==> config.mk <==
export PLATFORM = sky130hd
export DESIGN_NAME = wga_front
export DESIGN_NICKNAME = d
export VERILOG_FILES = /design/src/rtl/wga_pkg.sv /design/src/rtl/wga_front.sv
export SDC_FILE = /design/constraint.sdc
export NUM_CORES = 1
export LEC_CHECK = 0
export BUFFER_PORTS_ARGS = -buffer_cell sky130_fd_sc_hd__buf_2
export CAP_MARGIN = 20
export CORE_MARGIN = 5
export CORE_UTILIZATION = 40
export DETAILED_ROUTE_END_ITERATION = 8
export HOLD_SLACK_MARGIN = 0.12
export PLACE_DENSITY_LB_ADDON = 0.05
export SYNTH_ARGS = -nofsm -noshare
export SYNTH_HDL_FRONTEND = slang
export SYNTH_SLANG_ARGS = --single-unit
==> constraint.sdc <==
create_clock -name clk -period 14.6 [get_ports clk]
set_input_delay 2.19 -clock clk [delete_from_list [all_inputs] [get_ports clk]]
set_output_delay 2.19 -clock clk [all_outputs]
set_load 0.01 [all_outputs]
==> src/rtl/wga_pkg.sv <==
// Shared types, constants and helpers for the weighted Gram accumulator.
`default_nettype none
package wga_pkg;

    localparam int DIM = 9;
    localparam int NENT = DIM * (DIM + 1) / 2;
    localparam int IDX_W = 6;
    localparam int SUM_W = 56;
    localparam int CNT_W = 32;
    localparam int QDEPTH = 2;

    typedef enum logic [1:0] {
        OP_ACC  = 2'd0,
        OP_WACC = 2'd1,
        OP_READ = 2'd2,
        OP_CLR  = 2'd3
    } op_t;

    typedef struct packed {
        logic [1:0]         op;
        logic signed [15:0] j0;
        logic signed [15:0] j1;
        logic signed [15:0] j2;
        logic signed [15:0] j3;
        logic signed [15:0] j4;
        logic signed [15:0] j5;
        logic signed [15:0] j6;
        logic signed [15:0] j7;
        logic signed [15:0] j8;
        logic [16:0]        weight;
    } in_beat_t;

    typedef struct packed {
        logic [IDX_W-1:0]        entry_index;
        logic signed [SUM_W-1:0] entry_sum;
        logic [CNT_W-1:0]        sample_count;
        logic                    last;
    } out_beat_t;

    // Classified command handed from the front end to the back end.
    typedef struct packed {
        op_t                op;
        logic signed [DIM-1:0] [15:0] jv;
        logic [16:0]        weight;
    } cmd_t;

    // Row and column of each upper-triangle entry, row-major.
    function automatic logic [3:0] ent_row(input logic [IDX_W-1:0] k);
        logic [3:0] r;
        int unsigned cnt;
        r = '0;
        cnt = 0;
        for (int a = 0; a < DIM; a++) begin
            for (int b = a; b < DIM; b++) begin
                if (cnt == k) r = 4'(a);
                cnt++;
            end
        end
        return r;
    endfunction

    function automatic logic [3:0] ent_col(input logic [IDX_W-1:0] k);
        logic [3:0] c;
        int unsigned cnt;
        c = '0;
        cnt = 0;
        for (int a = 0; a < DIM; a++) begin
            for (int b = a; b < DIM; b++) begin
                if (cnt == k) c = 4'(b);
                cnt++;
            end
        end
        return c;
    endfunction

endpackage
`default_nettype wire

==> src/rtl/wga_front.sv <==
// Front end: accepts input beats and queues classified commands.
`default_nettype none
module wga_front (
    input  wire                 clk,
    input  wire                 rst_n,
    input  wire                 in_valid,
    output logic                in_stall,
    input  wga_pkg::in_beat_t   in_data,
    output logic                cmd_valid,
    input  wire                 cmd_take,
    output wga_pkg::cmd_t       cmd
);
    import wga_pkg::*;

    cmd_t       q_reg [QDEPTH];
    logic       wp_reg, rp_reg;
    logic [1:0] cnt_reg;
    logic       push, pop;
    cmd_t       c_new;

    // Classify the beat into a command.
    always_comb
    begin
        c_new.op = op_t'(in_data.op);
        c_new.jv[0] = in_data.j0;
        c_new.jv[1] = in_data.j1;
        c_new.jv[2] = in_data.j2;
        c_new.jv[3] = in_data.j3;
        c_new.jv[4] = in_data.j4;
        c_new.jv[5] = in_data.j5;
        c_new.jv[6] = in_data.j6;
        c_new.jv[7] = in_data.j7;
        c_new.jv[8] = in_data.j8;
        c_new.weight = in_data.weight;
    end

    assign in_stall  = (cnt_reg == 2'(QDEPTH));
    assign push      = in_valid && !in_stall;
    assign cmd_valid = (cnt_reg != 2'd0);
    assign pop       = cmd_valid && cmd_take;
    assign cmd       = q_reg[rp_reg];

    // Queue pointers and fill count.
    always_ff @(posedge clk or negedge rst_n)
    begin
        if (!rst_n)
        begin
            wp_reg  <= 1'b0;
            rp_reg  <= 1'b0;
            cnt_reg <= 2'd0;
        end
        else
        begin
            if (push) wp_reg <= ~wp_reg;
            if (pop) rp_reg <= ~rp_reg;
            cnt_reg <= cnt_reg + 2'(push) - 2'(pop);
        end
    end

    // Queue storage.
    always_ff @(posedge clk)
    begin
        if (push) q_reg[wp_reg] <= c_new;
    end
endmodule
`default_nettype wire

==> metrics.log <==
INFO  metric internal_power = roughly 2.1 mW
INFO  metric ir_drop = about 0.00009 V
INFO  metric holdCritPathClass = flop to flop
INFO  metric post_cts_resize_count = 0
INFO  metric grt-ovfl-total = 0
INFO  metric share_of_cells_above_drive_strength_1 = 0.602
INFO  metric r2r-end = q_reg[1][140]$_DFFE_PP_
INFO  metric path_clk_slew = 50 ps
INFO  metric slowest_library_cell_on_the_worst_path = sky130_fd_sc_hd__buf_4
INFO  metric synth.yosys.warnings = 0
INFO  metric postCtsSetupBuffers = 0
INFO  metric dp_hpwl = ~17,000 microns
INFO  metric grt_first_pass_wirelength = between 30,000 and 40,000 microns
INFO  metric critical_path_max_stage_delay = around 790 ps
INFO  metric first_iter_violations = between 200 and 300
INFO  metric fillCellCount = ~2.5k
INFO  metric fp.coreArea = just under 30,000 sq um
INFO  metric cts_tree = yes
INFO  metric postCtsHoldBufs = 0
INFO  metric synthCells = approximately 530
INFO  metric grt_setup_unrepaired = false
INFO  metric detailedRoute.firstPassIterationCount = 4
INFO  metric gr-usage-all-layers = 0.143
INFO  metric critical_path_class = flop to primary output
INFO  metric final_net_count = 1,052
INFO  metric route.final.wire_length = about 25,000 microns
INFO  metric synthesis.area = 12,100 sq um
INFO  metric flow.area_growth_from_synthesis = 25.0%
INFO  metric route.antenna.remaining_nets = 0
INFO  metric fp-row-count = 63
INFO  metric drc = 0
INFO  metric rr_worst_depth = 4
INFO  metric largest_register_ffs = approximately 330
INFO  metric outcome = finished clean
INFO  metric worstSetupStartpointType = flop
INFO  metric timing.max_cap.violations = 0
INFO  metric dieArea = between 30,000 and 40,000 sq um
INFO  metric timing.critical_path.to = cmd[86]
INFO  metric dr_total_vias = just over 6k
INFO  metric final_worst_path_cycle_share = 0.333
INFO  metric final-seq-area = approximately 9900 sq um
INFO  metric grt_antenna_before_repair = 10
INFO  metric multiInputGateArea = approximately 1900 sq um
INFO  metric power_leakage = ~5.6 nW
INFO  metric clock_latency_at_the_later_pin_of_the_worst_skew_pair = 500 ps
INFO  metric count_of_buffers_from_port_buffering = 331
INFO  metric worst-r2r-setup-slack = ~11,000 ps
INFO  metric ctsRootBufferMaster = sky130_fd_sc_hd__clkbuf_16
INFO  metric fin_skew = 9.98 ps
INFO  metric timing.final.ws_setup = 9740 ps
INFO  metric die_h = around 180 microns
INFO  metric yosys.cell_types.count = 15
INFO  metric setup.worst_path.start = rp_reg$_DFFE_PN0P_
INFO  metric cts_max_path_buffers = 3
INFO  metric ctsHtreeMaxLevel = 2
INFO  metric worst_path_dominant_cell_family = buffers and inverters
INFO  metric power_frac_seq = 0.450
INFO  metric power.switching_fraction = 0.288
INFO  metric reg2reg_from = cnt_reg[1]$_DFF_PN0_
INFO  metric ys_seq_elements = 330
INFO  metric crit_path_end_kind = primary output
INFO  metric mappedNetlistNets = 694
INFO  metric drv_slew = 0
INFO  metric setup-violations-final = 0
INFO  metric crit_path_cell_trace = buf_4, mux2_2, buf_2
INFO  metric fp.dieW = 184 microns
INFO  metric vias_per_cell = 4.69
INFO  metric tightest_slew = between 1000 and 1500 ps
INFO  metric grt_pass1_vias = between 6k and 7k
INFO  metric cp.buffers_inverters = 2
INFO  metric fmaxAchievable = 0.206 GHz
INFO  metric pwr_density_cell = 200 nW/um^2
INFO  metric pwr-share-comb = 0.288
INFO  metric boundaryPins = roughly 330
INFO  metric grt_start_max_net_pins = 86
INFO  metric effective_utilization_at_floorplan = 0.406
INFO  metric finalSetupTns = 0 ps
INFO  metric cp.required = approximately 12,000 ps
INFO  metric critical_path.max_fanout = between 60 and 70
INFO  metric preCtsSetupSlack = 9690 ps
INFO  metric timing.final.hold_violations = 0
INFO  metric slew-limit-headroom = 0.281
INFO  metric synth_seq_area_share = 0.820
INFO  metric weighted_congestion_reported_at_the_end_of_routability_driven_placement = between 0.7 and 0.8
INFO  metric routed_wire_length_per_instance = about 20 microns
INFO  metric cts.sink_count = between 300 and 400
INFO  metric clock_power_share = 0.262
INFO  metric crit_path_time_final = slightly below 5000 ps
INFO  metric power.net_switching = ~0.87 mW
INFO  metric crit_arrival = around 2700 ps
INFO  metric post_synth.cell_area_avg = 23.0 sq um
INFO  metric worst-path-stages = 3
INFO  metric cts-buffers-inserted = 36
[power groups by stage]
stage                     clock, mW  combinational (mW)  sequential [mW]
after CTS                     0.815               0.892             1.36
after detailed placement          0               0.887             1.38
after global routing          0.857               0.944             1.38
after global placement            0               0.879             1.37
after floorplan                   0               0.594             1.39
final                         0.789               0.868             1.36
[area by class of cell]
class | count | share of cell area
sequential | 330 | 0.656
multi-input combinational | 175 | 0.129
timing repair buffer | 338 | 0.115
clock buffer | 51 | 0.0649
tap | 390 | 0.0324
clock inverter | 7 | 0.00249
inverter | 2 | 0.000498
antenna | 1 | 0.000166
[per-layer routing]
metal | wire length (microns) | global-route usage | vias to the layer above
met2 | 12700 | 0.246 | 226
met3 | 2590 | 0.0623 | 61
met1 | 9360 | 0.161 | 2947
li1 | - | - | 2820
met4 | 589 | 0.0420 | 18
met5 | 105 | 0 | -
[cells in the mapped netlist]
cell type	instances	area share
sky130_fd_sc_hd__ha_1	2	0.0021
sky130_fd_sc_hd__buf_6	6	0.0056
sky130_fd_sc_hd__nand2_1	1	0.00031
sky130_fd_sc_hd__and3_1	1	0.00052
sky130_fd_sc_hd__or2_1	1	0.00052
sky130_fd_sc_hd__inv_1	2	0.00062
sky130_fd_sc_hd__and2_1	1	0.00052
sky130_fd_sc_hd__edfxtp_1	326	0.81
sky130_fd_sc_hd__xor2_1	1	0.00073
sky130_fd_sc_hd__mux2_2	163	0.15
sky130_fd_sc_hd__dfrtp_1	4	0.0083
sky130_fd_sc_hd__nand2b_1	1	0.00052
sky130_fd_sc_hd__nor2_1	1	0.00031
sky130_fd_sc_hd__clkbuf_8	12	0.014
sky130_fd_sc_hd__xnor2_1	3	0.0022
[cell families (layout without fill, tap and decap cells)]
group / Yosys count / after routing / share of synthesized area
DFF: 330 / 330 / 0.820
muxes: 163 / 163 / 0.152
buffers and inverters: 20 / 398 / 0.0199
and+or+nand+nor: 6 / 6 / 0.00270
xor gates and xnor gates: 4 / 4 / 0.00291
adders and majority gates: 2 / 2 / 0.00208
other: 0 / 1 / 0
[how the worst min path moves through the flow]
| stage | startpoint | to | depth (start not counted) |
|---|---|---|---|
| after floorplan | wp_reg$_DFFE_PN0N_ | wp_reg$_DFFE_PN0N_ | 1 |
| after CTS | cnt_reg[0]$_DFF_PN0_ | cnt_reg[0]$_DFF_PN0_ | 1 |
| after global routing | cnt_reg[0]$_DFF_PN0_ | cnt_reg[0]$_DFF_PN0_ | 1 |
| final | cnt_reg[0]$_DFF_PN0_ | cnt_reg[0]$_DFF_PN0_ | 1 |
| after global placement | cnt_reg[0]$_DFF_PN0_ | cnt_reg[0]$_DFF_PN0_ | 1 |
| after detailed placement | cnt_reg[0]$_DFF_PN0_ | cnt_reg[0]$_DFF_PN0_ | 1 |
[stage by stage]
stage               power (mW)  instance area, sq um  cells  hold slack [ps]  utilization
global route              3.18                 15100   1294              573        0.507
global placement          2.25                 14000   1234              498        0.472
detailed placement        2.27                 14000   1234              532        0.472
floorplan                 1.99                 12100    525              461            -
finish                    3.02                 15100   1294              537        0.507
CTS                       3.07                 15000   1292              544        0.506
[cells in the final DEF, fill, tap and decap left out, types with 2 or more instances in the layout]
master and n:
sky130_fd_sc_hd__mux2_2 163, sky130_fd_sc_hd__clkbuf_1 14, sky130_fd_sc_hd__clkinv_1 4, sky130_fd_sc_hd__xnor2_1 3
sky130_fd_sc_hd__inv_6 2, sky130_fd_sc_hd__ha_1 2, sky130_fd_sc_hd__inv_1 2, sky130_fd_sc_hd__dfrtp_1 3
sky130_fd_sc_hd__edfxtp_1 326, sky130_fd_sc_hd__buf_2 331, sky130_fd_sc_hd__buf_4 6, sky130_fd_sc_hd__clkbuf_16 37
Note: power is estimated with default switching activity, not from simulation.
